[src/hdl/spdn_pkg.sv]
// ----------------------------------------------------------------------------
// spdn_pkg
// shared types and constants of the spectrum peak decay normalizer
// ----------------------------------------------------------------------------
package spdn_pkg;

  localparam int BANDS_DEFAULT   = 32;
  localparam int ONE_Q12         = 4096;
  localparam int HOLD_STEP_RESET = 20;
  localparam int DIV_BITS        = 12;
  localparam int STEPS_PER_STAGE = 3;
  localparam int DIV_STAGES      = DIV_BITS / STEPS_PER_STAGE;

  // floor(avg / 120) and floor(avg / 500) by reciprocal, exact over 15 bits
  localparam logic [15:0] TRIG_MUL   = 16'd34953;
  localparam int          TRIG_SHIFT = 22;
  localparam logic [15:0] PEAK_MUL   = 16'd33555;
  localparam int          PEAK_SHIFT = 24;

  // register indexes
  localparam logic [1:0] REG_HOLD_STEP   = 2'd0;
  localparam logic [1:0] REG_BEAM_ENABLE = 2'd1;

  typedef struct packed {
    logic [4:0]         band;
    logic signed [15:0] level;
    logic [14:0]        band_average;
  } in_item_t;

  typedef struct packed {
    logic [4:0]  out_band;
    logic [12:0] cube_value;
    logic [12:0] beam_value;
    logic        beam_valid;
  } out_item_t;

  // front stage: input item plus decay amounts
  typedef struct packed {
    in_item_t   item;
    logic [8:0] trig_dec;
    logic [6:0] peak_dec;
  } front_t;

  // one normalization in flight
  typedef struct packed {
    logic        special;
    logic        one;
    logic [15:0] rem;
    logic [14:0] den;
    logic [11:0] quo;
  } lane_t;

  typedef struct packed {
    logic [4:0] band;
    logic       beam_valid;
    lane_t      cube;
    lane_t      beam;
  } pipe_t;

endpackage

[src/hdl/spdn_front.sv]
// ----------------------------------------------------------------------------
// spdn_front
// input register with decay amounts taken from the band average
// ----------------------------------------------------------------------------
module spdn_front (
  input  logic              clk,
  input  logic              en,
  input  spdn_pkg::in_item_t item,
  output spdn_pkg::front_t   front
);

  logic [30:0] trig_prod;
  logic [30:0] peak_prod;

  assign trig_prod = 31'(item.band_average) * 31'(spdn_pkg::TRIG_MUL);
  assign peak_prod = 31'(item.band_average) * 31'(spdn_pkg::PEAK_MUL);

  always_ff @(posedge clk) begin
    if (en) begin
      front.item     <= item;
      front.trig_dec <= 9'(trig_prod >> spdn_pkg::TRIG_SHIFT);
      front.peak_dec <= 7'(peak_prod >> spdn_pkg::PEAK_SHIFT);
    end
  end

endmodule

[src/hdl/spdn_store.sv]
// ----------------------------------------------------------------------------
// spdn_store
// per-band peak, hold and trigger stores, read-modify-write in one stage
// ----------------------------------------------------------------------------
module spdn_store #(
  parameter int BANDS = spdn_pkg::BANDS_DEFAULT
) (
  input  logic             clk,
  input  logic             rst,
  input  logic             en,
  input  logic             upd,
  input  spdn_pkg::front_t front,
  input  logic [11:0]      hold_step,
  input  logic             beam_enable,
  output spdn_pkg::pipe_t  pipe
);

  localparam int IW = (BANDS > 1) ? $clog2(BANDS) : 1;

  logic signed [15:0] peak_q [BANDS];
  logic signed [15:0] hold_q [BANDS];
  logic signed [15:0] trig_q [BANDS];

  logic [IW-1:0]      idx;
  logic               in_range;
  logic signed [15:0] lvl, peak_rd, hold_rd, trig_rd;
  logic signed [15:0] peak_up, hold_up, trig_up;
  logic               reload;
  logic signed [16:0] cube_num;
  logic signed [15:0] peak_next, hold_next, trig_next;
  spdn_pkg::pipe_t    pipe_next;

  function automatic logic signed [15:0] sat_sub(logic signed [15:0] v, logic [11:0] d);
    logic signed [16:0] r;
    r = 17'(v) - $signed({5'b0, d});
    return (r < -17'sd32768) ? -16'sd32768 : r[15:0];
  endfunction

  function automatic spdn_pkg::lane_t classify(logic signed [16:0] num,
                                               logic signed [15:0] p, logic force0);
    spdn_pkg::lane_t l;
    l.special = 1'b1;
    l.one     = 1'b0;
    l.rem     = num[15:0];
    l.den     = p[14:0];
    l.quo     = '0;
    if (force0) begin
      l.one = 1'b0;
    end else if (p <= 16'sd0) begin
      l.one = (num >= 17'(p));
    end else if (num <= 17'sd0) begin
      l.one = 1'b0;
    end else if (num >= 17'(p)) begin
      l.one = 1'b1;
    end else begin
      l.special = 1'b0;
    end
    return l;
  endfunction

  assign idx      = IW'(front.item.band);
  assign in_range = (32'(front.item.band) < BANDS);
  assign lvl      = front.item.level;
  assign peak_rd  = peak_q[idx];
  assign hold_rd  = hold_q[idx];
  assign trig_rd  = trig_q[idx];

  always_comb begin
    peak_up  = (lvl > peak_rd) ? lvl : peak_rd;
    hold_up  = (lvl > hold_rd) ? lvl : hold_rd;
    reload   = (lvl > 16'sd0) && (trig_rd < 16'sd0);
    trig_up  = reload ? lvl : trig_rd;
    cube_num = 17'(hold_up) - $signed({2'b0, front.item.band_average});

    trig_next = (trig_up >= 16'sd0) ? sat_sub(trig_up, {3'b0, front.trig_dec}) : trig_up;
    hold_next = (hold_up >= 16'sd0) ? sat_sub(hold_up, hold_step) : hold_up;
    peak_next = (peak_up >= 16'sd0) ? sat_sub(peak_up, {5'b0, front.peak_dec}) : peak_up;

    pipe_next.band       = front.item.band;
    pipe_next.beam_valid = in_range && reload && beam_enable;
    pipe_next.cube       = classify(cube_num, peak_up, !in_range);
    pipe_next.beam       = classify(17'(lvl), peak_up, !pipe_next.beam_valid);
  end

  always_ff @(posedge clk) begin
    if (rst) begin
      for (int i = 0; i < BANDS; i++) begin
        peak_q[i] <= 16'(spdn_pkg::ONE_Q12);
        hold_q[i] <= '0;
        trig_q[i] <= '0;
      end
    end else if (upd && in_range) begin
      peak_q[idx] <= peak_next;
      hold_q[idx] <= hold_next;
      trig_q[idx] <= trig_next;
    end
  end

  always_ff @(posedge clk) begin
    if (en) begin
      pipe <= pipe_next;
    end
  end

endmodule

[src/hdl/spdn_div_stage.sv]
// ----------------------------------------------------------------------------
// spdn_div_stage
// one stage of the restoring divider, a few quotient bits per lane
// ----------------------------------------------------------------------------
module spdn_div_stage (
  input  logic            clk,
  input  logic            en,
  input  spdn_pkg::pipe_t pipe_in,
  output spdn_pkg::pipe_t pipe_out
);

  spdn_pkg::pipe_t pipe_next;

  function automatic spdn_pkg::lane_t steps(spdn_pkg::lane_t l);
    spdn_pkg::lane_t o;
    logic [16:0]     r2;
    o = l;
    for (int s = 0; s < spdn_pkg::STEPS_PER_STAGE; s++) begin
      r2 = {o.rem, 1'b0};
      if (r2 >= {2'b0, o.den}) begin
        r2    = r2 - {2'b0, o.den};
        o.quo = {o.quo[10:0], 1'b1};
      end else begin
        o.quo = {o.quo[10:0], 1'b0};
      end
      o.rem = r2[15:0];
    end
    return o;
  endfunction

  always_comb begin
    pipe_next      = pipe_in;
    pipe_next.cube = steps(pipe_in.cube);
    pipe_next.beam = steps(pipe_in.beam);
  end

  always_ff @(posedge clk) begin
    if (en) begin
      pipe_out <= pipe_next;
    end
  end

endmodule

[src/hdl/spectrum_peak_decay_normalizer.sv]
// ----------------------------------------------------------------------------
// spectrum_peak_decay_normalizer
// per-band peak hold level meter with decay, normalized cube and beam values
//
//   channel | direction | handshake          | payload
//   in      | input     | in_valid/in_stall  | in_item  (band, level, average)
//   out     | output    | out_valid/out_stall| out_item (band, cube, beam)
//   cfg     | input     | cfg_valid/cfg_ready| cfg_index, cfg_data
//
// one item per cycle while out_stall is low
// stages: input + decay amounts, store update, four divider stages of 3 bits
// synchronous reset loads the stores (peak 1.0, hold and trigger 0) at once
// stall holds only the stages that are full, bubbles still close up
// ----------------------------------------------------------------------------
module spectrum_peak_decay_normalizer #(
  parameter int BANDS = spdn_pkg::BANDS_DEFAULT
) (
  input  logic                clk,
  input  logic                rst,
  input  logic                in_valid,
  output logic                in_stall,
  input  spdn_pkg::in_item_t  in_item,
  output logic                out_valid,
  input  logic                out_stall,
  output spdn_pkg::out_item_t out_item,
  input  logic                cfg_valid,
  output logic                cfg_ready,
  input  logic [1:0]          cfg_index,
  input  logic [11:0]         cfg_data
);

  localparam int NST = 2 + spdn_pkg::DIV_STAGES;

  // valid bit per stage and the advance chain
  logic [NST-1:0] v;
  logic [NST:0]   rdy;

  // config registers
  logic [11:0] hold_step;
  logic        beam_enable;

  spdn_pkg::front_t front;
  spdn_pkg::pipe_t  pipe [spdn_pkg::DIV_STAGES+1];
  spdn_pkg::pipe_t  last;

  assign rdy[NST] = !out_stall;
  for (genvar k = 0; k < NST; k++) begin : g_rdy
    assign rdy[k] = !v[k] || rdy[k+1];
  end

  assign in_stall  = !rdy[0];
  assign cfg_ready = 1'b1;

  always_ff @(posedge clk) begin
    if (rst) begin
      v           <= '0;
      hold_step   <= 12'(spdn_pkg::HOLD_STEP_RESET);
      beam_enable <= 1'b1;
    end else begin
      if (rdy[0]) begin
        v[0] <= in_valid;
      end
      for (int k = 1; k < NST; k++) begin
        if (rdy[k]) begin
          v[k] <= v[k-1];
        end
      end
      if (cfg_valid) begin
        unique case (cfg_index)
          spdn_pkg::REG_HOLD_STEP:   hold_step   <= cfg_data;
          spdn_pkg::REG_BEAM_ENABLE: beam_enable <= cfg_data[0];
          default: ;
        endcase
      end
    end
  end

  // decay amounts from the average
  spdn_front u_front (
    .clk   (clk),
    .en    (rdy[0]),
    .item  (in_item),
    .front (front)
  );

  // stores change only when a real item moves into the next stage
  spdn_store #(.BANDS(BANDS)) u_store (
    .clk         (clk),
    .rst         (rst),
    .en          (rdy[1]),
    .upd         (v[0] && rdy[1]),
    .front       (front),
    .hold_step   (hold_step),
    .beam_enable (beam_enable),
    .pipe        (pipe[0])
  );

  for (genvar d = 0; d < spdn_pkg::DIV_STAGES; d++) begin : g_div
    spdn_div_stage u_div (
      .clk      (clk),
      .en       (rdy[d+2]),
      .pipe_in  (pipe[d]),
      .pipe_out (pipe[d+1])
    );
  end

  assign last      = pipe[spdn_pkg::DIV_STAGES];
  assign out_valid = v[NST-1];

  always_comb begin
    out_item.out_band   = last.band;
    out_item.beam_valid = last.beam_valid;
    out_item.cube_value = last.cube.special ? (last.cube.one ? 13'(spdn_pkg::ONE_Q12) : '0)
                                            : {1'b0, last.cube.quo};
    out_item.beam_value = last.beam.special ? (last.beam.one ? 13'(spdn_pkg::ONE_Q12) : '0)
                                            : {1'b0, last.beam.quo};
  end

  // no beam without its valid flag
  a_beam_zero: assert property (@(posedge clk) disable iff (rst)
    out_valid && !out_item.beam_valid |-> out_item.beam_value == 13'd0)
    else $error("beam value without beam_valid");

  // normalized values never exceed 1.0
  a_cube_range: assert property (@(posedge clk) disable iff (rst)
    out_valid |-> out_item.cube_value <= 13'(spdn_pkg::ONE_Q12)
               && out_item.beam_value <= 13'(spdn_pkg::ONE_Q12))
    else $error("normalized value above one");

  // bands beyond the store give an empty result
  a_band_range: assert property (@(posedge clk) disable iff (rst)
    out_valid && (32'(out_item.out_band) >= BANDS)
      |-> out_item.cube_value == 13'd0 && !out_item.beam_valid)
    else $error("result for band out of range");

  // an item held at the output is not lost while stalled
  a_hold: assert property (@(posedge clk) disable iff (rst)
    out_valid && out_stall |=> out_valid)
    else $error("stalled result dropped");

endmodule
[config.mk]
export PLATFORM = sky130hd
export DESIGN_NAME = spectrum_peak_decay_normalizer
export DESIGN_NICKNAME = d
export VERILOG_FILES = /design/src/hdl/spdn_pkg.sv /design/src/hdl/spdn_front.sv /design/src/hdl/spdn_store.sv /design/src/hdl/spdn_div_stage.sv /design/src/hdl/spectrum_peak_decay_normalizer.sv
export SDC_FILE = /design/constraint.sdc
export NUM_CORES = 2
export LEC_CHECK = 0
export BUFFER_PORTS_ARGS = -buffer_cell sky130_fd_sc_hd__buf_2
export CORE_ASPECT_RATIO = 0.75
export CORE_MARGIN = 3
export CORE_UTILIZATION = 40
export DETAILED_ROUTE_END_ITERATION = 8
export PLACE_DENSITY_LB_ADDON = 0.25
export SYNTH_ARGS = -nofsm -noshare
export SYNTH_HDL_FRONTEND = slang
export SYNTH_SLANG_ARGS = --single-unit
[constraint.sdc]
create_clock -name clk -period 9.9 [get_ports clk]
set_clock_uncertainty 0.15 [all_clocks]
set_input_delay 0.495 -clock clk [delete_from_list [all_inputs] [get_ports clk]]
set_output_delay 0.495 -clock clk [all_outputs]
set_load 0.03 [all_outputs]
# --- Word level (Yosys, flattened, before mapping) ---
# Memory sizes are Yosys's and may differ from the RTL's. A register that Yosys moved wholly into a read port is not among the register bits.
# Cells that the tools add are included.
classes:
  addsub: 26
  mul: 2
  div: 0
  magnitude_cmp: 39
  eq_ne: 1
  n_shift: 0
  n_mux: 82
  bitwise_logic: 1
  reduce_logical: 25
op_table:
  columns: ["operator", "n"]
  rows:
  - ["$mux 16", 34]
  - ["$ge 17x15->1", 24]
  - ["$sub 16x15->16", 22]
  - ["$mul 15x16->31 const B", 2]
  - ["$mux 13", 4]
  - ["$lt 17x16->1 const B", 3]
  - ["$ge 16x1->1 const B", 3]
  - ["$reduce_or 16->1", 3]
  - ["$mux 1", 38]
  - ["$gt 16x16->1", 2]
  - ["$le 16x1->1 const B", 2]
  - ["$mux 5", 6]
  - ["$ge 17x16->1", 1]
  - ["$le 17x1->1 const B", 1]
  - ["$sub 16x10->17", 1]
  - ["$sub 16x13->17", 1]
  - ["$sub 16x16->17", 1]
  - ["$sub 16x8->17", 1]
  - ["$ge 16x16->1", 1]
  - ["$gt 16x1->1 const B", 1]
  - ["$lt 16x1->1 const B", 1]
  - ["$logic_not 1->1", 8]
  - ["$logic_or 1x1->1", 6]
  - ["$reduce_and 2->1", 2]
  - ["other kinds (6)", 8]
totals:
  regBits: 369
  latchBits: 0
  mem_bits_rw: 1536
  mem_bits_ro: 0
  inputBits: 55
  output_inout_bits: 35
  mem_count: 3
memory_table:
  columns: ["name", "words", "word_bits", "rd", "rd_clocked_by_memory_dff", "wr", "line_no", "rtl"]
  rows:
  - ["u_store.hold_q", 32, 16, 1, 1, 32, "spdn_store.sv:21", "logic signed [15:0] hold_q [BANDS];"]
  - ["u_store.peak_q", 32, 16, 1, 1, 32, "spdn_store.sv:20", "logic signed [15:0] peak_q [BANDS];"]
  - ["u_store.trig_q", 32, 16, 1, 1, 32, "spdn_store.sv:22", "logic signed [15:0] trig_q [BANDS];"]

# --- Longest topological paths before layout ---
depth:
  depth_word: 12
  depth_mapped: 39

# --- Cells and area by module ---
# A second synthesis with hierarchy kept.
hier_totals:
  hier_cells: 9531
  hier_area_um2: 114602.4
by_module_without_submodules:
  columns: ["mod", "n_inst", "cells_per_inst", "area_each_um2"]
  rows:
  - ["spdn_store", 1, 5421, 73309.1]
  - ["spdn_div_stage at g_div[0].u_div ...", 2, 862, 8612.0]
  - ["spdn_div_stage at g_div[1].u_div", 1, 891, 8607.0]
  - ["spdn_div_stage at g_div[2].u_div", 1, 817, 8040.2]
  - ["spdn_front", 1, 561, 6397.4]
  - ["spectrum_peak_decay_normalizer", 1, 117, 1024.7]

# --- Worst setup path after synthesis ---
# Ideal clock, no wire load.
synth_path:
  path_kind: "reg2reg"
  start: "register g_div[0].u_div.pipe_out[12] (netlist name)"
  end: "register g_div[1].u_div.pipe_out[41] (netlist name) (data pin)"
  setup_time_ns: 0.260
  t_arrival_ns: 7.770
  setup_slack_ns: 1.720
  stages_incl_launch_ff: 30
  period_less_slack_ns: 8.180
  path_cell_list: "edfxtp_1 buf_4 clkbuf_1 clkinv_1 ha_1 nand3_1 nor2_1 a311oi_1 nand3_1 clkbuf_1 mux2_2 ha_1 a21o_1 a21o_1 or3_1 o21a_1 o21ai_0 nand2b_1 nor3_1 clkbuf_1 mux2_2 ha_1 nand4_1 nor4_1 nor3b_1 mux2_2 o21a_1 clkinv_1 clkbuf_1 mux2_2"
synth_rtl:
  columns: ["element", "line_no", "rtl"]
  rows:
  - ["start, declared", "spdn_div_stage.sv:9", "output spdn_pkg::pipe_t pipe_out"]
  - ["start signal, assigned", "spdn_div_stage.sv:39", "pipe_out <= pipe_next;"]
  - ["end signal, assigned", "spdn_div_stage.sv:39", null]
  - ["end, declared", "spdn_div_stage.sv:9", null]

==> metrics.md <==
| Metric | Value |
|---|---|
| Count of unique library cells instantiated by Yosys | `95` |
| TritonCTS clock tree | `built` |
| Initial core utilization | `between 40% and 50%` |
| Most area-hungry cell type in the Yosys netlist | `sky130_fd_sc_hd__edfxtp_1` |
| Number of antenna violations at the first check in global routing | `10` |
| Netlist area before placement | `between 100000 and 150000 um2` |
| Cell row count | `approximately 160` |
| Logic depth of the worst register-to-register path | `29` |
| Overall overflow remaining after global route | `0` |
| Clock transition at the registers of the reported paths | `~0.06 ns` |
| Number of max-cap violations | `0` |
| Outcome | `completed` |
| Reg-to-reg endpoint | `g_div[0].u_div.pipe_out[86]` |
| Buffer type at the clock tree root | `sky130_fd_sc_hd__clkbuf_16` |
| Utilization after layout | `between 40 and 50%` |
| Final hold violation count | `0` |
| Max Transition Viols Final | `0` |
| Worst setup path start | `u_store.pipe[68]` |
| Largest net degree at the start of global routing | `roughly 120` |
| Synthesized flop and latch total | `around 1900` |
| Routability-driven placement congestion ratio | `0.906` |
| Combinational family with the most area after synthesis | `multiplexers` |
| Achievable clock frequency | `roughly 110 MHz` |
| Slew @ Worst Pin | `around 1.3 ns` |
| Period utilization | `89.5%` |
| Parity-gate share of the synthesized area counting xor and xnor cells | `between 2 and 3%` |
| Placeable core region | `around 260000 um2` |
| Number of buffers created by CTS | `196` |
| # port buffers | `88` |
| Via count of the first global-routing pass | `between 70000 and 80000` |
| Cell count after synthesis | `between 8000 and 9000` |
| Max incr delay on CP | `about 0.56 ns` |
| Total negative slack | `0 ns` |
| Primary flip-flop cell chosen by synthesis mapping | `sky130_fd_sc_hd__edfxtp_1` |
| Multiplexer fraction of the synthesized cell area | `between 10% and 20%` |
| Kind of critical path | `register to register` |
| Relative area change from synthesis to final layout | `11.2%` |
| Mapped Avg Cell Area | `between 10 and 15 um2` |
| Final routed DRC violation total | `0` |
| Cell seen most often among critical-path stages | `sky130_fd_sc_hd__o21ai_0` |
| Height of the chip | `~450 um` |
| Routed via count | `74500` |
| Post-DP HPWL | `between 200000 and 250000 um` |
| Final setup vio count | `0` |
| Area of the die | `272000 um2` |
| Final critical path time including I/O delays and setup | `approximately 8.9 ns` |
| Hold WC Path Type | `primary input to register` |
| Top-area cell type share of the netlist area | `between 50% and 60%` |
| Resized cells post-CTS | `0` |
| Crit Reg-Reg Startpoint | `u_store.pipe[68]` |
| FFs w/ async S/R, synth | `0%` |
| Wire length of the first global-routing pass | `around 510000 um` |
| Sink Count | `~1900` |
| CP endpoint kind | `register` |
| Setup repair after global routing missed its margin | `no` |
| Area share of and/or/nand/nor cells after synthesis | `between 10 and 15%` |
| Cell types with the largest area share after synthesis | `sky130_fd_sc_hd__edfxtp_1, sky130_fd_sc_hd__mux4_2, sky130_fd_sc_hd__ha_1` |
| Count of yosys warnings during synthesis | `0` |
| Syn Nets | `9365` |
| Number of primary I/O pins | `90` |
| Rel. slew slack | `approximately a tenth` |
| GRT Resource Usage Total | `25.8%` |
| Arr. time, crit path | `approximately 9.2 ns` |
| Worst hold start | `cfg_index[1]` |
| WP data required | `roughly 10 ns` |
| Slowest library cell on the worst path | `sky130_fd_sc_hd__edfxtp_1` |
| Horizontal die dimension | `approximately 600 um` |
| Drt wl/cell | `29.0 um` |
| Layout cells sized above 1 | `16.4%` |
| Maximum fanout count along the critical path | `16` |
| Number of flops mapped to enable cells by yosys | `between 1500 and 2000` |
| Buffers from clock root to sink, at most | `4` |
| Number of H-tree levels | `4` |
| Clock network latency to the later pin of the worst-skew pair | `0.90 ns` |
| Startpoint types | `register` |
| Seq/Total Area, Yosys | `approximately 54%` |
| Hold path cells | `4` |
| Synth Area in Adders | `under 10%` |
| Hold worst-path end | `hold_step[9]` |
| Post-synthesis compound-gate area fraction | `between 7 and 8%` |
| Final ANT Viol Nets | `0` |
| Initial DRC count | `10300` |
| Post-layout nets | `9420` |
| Post-detailed-routing wire length | `around 360000 um` |
| Pre-Repair DR Iteration Count | `6` |
| Minimum setup slack among reg-to-reg paths | `about 1.0 ns` |
| Vias per Instance | `roughly 6.0` |
-- kinds of logic after synthesis --
family	after synthesis
AOI/OAI and AO/OA	1242
muxes	751
other	1
adders and majority gates	715
DFF	1910
and+or+nand+nor	2765
xor gates and xnor gates	305
buffers and inverters	906
-- final cells by class --
| type | instances | area (um2) |
|---|---|---|
| Clock inverter | 107 | 895 |
| Multi-Input combinational cell | 5779 | 46400 |
| Fill cell | 23900 | 145000 |
| Sequential cell | 1910 | 57100 |
| Timing Repair Buffer | 378 | 2890 |
| Inverter | 385 | 1450 |
| Clock buffer | 242 | 5180 |
| Tap cell | 3547 | 4440 |
| Antenna cell | 4 | 10.0 |
-- metrics by stage --
step	hold slack, ns	instances	worst slack [ns]	area (um2)
2_1_floorplan	0.250	8595	1.72	106000
3_3_place_gp	0.251	11900	1.33	112000
3_5_place_dp	0.255	11900	1.18	112000
4_1_cts	0.0459	12300	1.10	118000
5_1_grt	0.130	12300	0.307	118000
6_report	0.108	12400	1.04	118000
-- cell usage after synthesis, types with 24 or more instances --
master,number
sky130_fd_sc_hd__edfxtp_1,1886
sky130_fd_sc_hd__nor2_1,1837
sky130_fd_sc_hd__ha_1,648
sky130_fd_sc_hd__mux4_2,470
sky130_fd_sc_hd__a21oi_1,382
sky130_fd_sc_hd__inv_1,382
sky130_fd_sc_hd__clkbuf_1,311
sky130_fd_sc_hd__nand2_1,300
sky130_fd_sc_hd__o21ai_0,242
sky130_fd_sc_hd__mux2_2,209
sky130_fd_sc_hd__xnor2_1,208
sky130_fd_sc_hd__buf_2,150
sky130_fd_sc_hd__a21o_1,144
sky130_fd_sc_hd__nand3_1,106
sky130_fd_sc_hd__xor2_1,97
sky130_fd_sc_hd__nor3_1,95
sky130_fd_sc_hd__nor2b_1,92
sky130_fd_sc_hd__nand2b_1,89
sky130_fd_sc_hd__o21a_1,88
sky130_fd_sc_hd__fa_1,67
sky130_fd_sc_hd__mux2i_1,63
sky130_fd_sc_hd__nand4_1,50
sky130_fd_sc_hd__a211oi_1,39
sky130_fd_sc_hd__a31oi_1,38
sky130_fd_sc_hd__o21bai_1,38
sky130_fd_sc_hd__buf_1,34
sky130_fd_sc_hd__or3_1,32
sky130_fd_sc_hd__and2_1,28
sky130_fd_sc_hd__and3_1,27
sky130_fd_sc_hd__o31ai_1,27
sky130_fd_sc_hd__o211ai_1,25
sky130_fd_sc_hd__buf_4,24
sky130_fd_sc_hd__dfxtp_1,24
-- worst max-delay path by stage --
stage                                  endpoint  slack, ns  cells past startpoint
finish              g_div[0].u_div.pipe_out[86]       1.04                     29
global route                   u_store.pipe[89]       0.31                     29
CTS                            u_store.pipe[89]       1.10                     28
detailed placement             u_store.pipe[89]       1.18                     28
global placement    g_div[0].u_div.pipe_out[86]       1.33                     29
floorplan           g_div[1].u_div.pipe_out[41]       1.72                     29
-- placed cells by master, fill, tap and decap left out, types with 21 or more instances in the layout --
master	n
sky130_fd_sc_hd__inv_1	380
sky130_fd_sc_hd__ha_1	648
sky130_fd_sc_hd__a21boi_0	21
sky130_fd_sc_hd__mux4_2	470
sky130_fd_sc_hd__nand2b_4	32
sky130_fd_sc_hd__a31oi_1	38
sky130_fd_sc_hd__nor3_1	94
sky130_fd_sc_hd__fa_1	67
sky130_fd_sc_hd__and2_1	28
sky130_fd_sc_hd__and3_1	27
sky130_fd_sc_hd__dlygate4sd3_1	62
sky130_fd_sc_hd__buf_4	219
sky130_fd_sc_hd__xnor2_1	202
sky130_fd_sc_hd__o21bai_1	38
sky130_fd_sc_hd__a21o_1	144
sky130_fd_sc_hd__clkinv_2	32
sky130_fd_sc_hd__mux2_2	209
sky130_fd_sc_hd__o31ai_1	25
sky130_fd_sc_hd__nand2_1	265
sky130_fd_sc_hd__a21oi_1	374
sky130_fd_sc_hd__mux2i_1	58
sky130_fd_sc_hd__nand2_4	33
sky130_fd_sc_hd__clkbuf_1	40
sky130_fd_sc_hd__xor2_1	96
sky130_fd_sc_hd__nand2b_1	56
sky130_fd_sc_hd__a211oi_1	39
sky130_fd_sc_hd__o21ai_0	241
sky130_fd_sc_hd__nor4_1	23
sky130_fd_sc_hd__edfxtp_1	1886
sky130_fd_sc_hd__nor2_1	1835
sky130_fd_sc_hd__nand3_1	105
sky130_fd_sc_hd__nand4_1	50
sky130_fd_sc_hd__buf_2	88
sky130_fd_sc_hd__o211ai_1	25
sky130_fd_sc_hd__clkbuf_16	200
sky130_fd_sc_hd__clkinv_1	45
sky130_fd_sc_hd__or3_1	32
sky130_fd_sc_hd__o21a_1	88
sky130_fd_sc_hd__nor2b_1	90
-- sequential cells by signal, summed over array words and instances (netlist names), named ones only --
signal / cells
beam_enable: 1
g_div.u_div.pipe_out: 241
hold_step: 12
u_front.front: 52
u_store.hold_q: 512
u_store.peak_q: 512
u_store.pipe: 57
u_store.trig_q: 512
v: 6
-- critical path, delay by kind of cell (launching register included) --
kind	cells	cell delay (ns)
compound gates	15	3.81
simple gates	5	1.23
mux	3	0.98
fa+ha+maj	3	0.95
buf+inv	3	0.84
flops	1	0.56
-- metal layers --
layer / vias up / GRT usage, % / wire [um]
li1: 31800 / - / -
met2: 4367 / 37.8 / 153000
met3: 728 / 5.39 / 40900
met1: 37600 / 37.7 / 150000
met4: 4 / 9.00 / 14400
met5: - / 0 / 27
-- repair_timing --
item,CTS,global route
endpoints found under the setup margin,0,0
hold buffers,62,0
buffers inserted,0,0
endpoints found under the hold margin,56,0
Power is not shown: default switching activity piles up to over one toggle a cycle in this logic, so the estimate is an artifact.
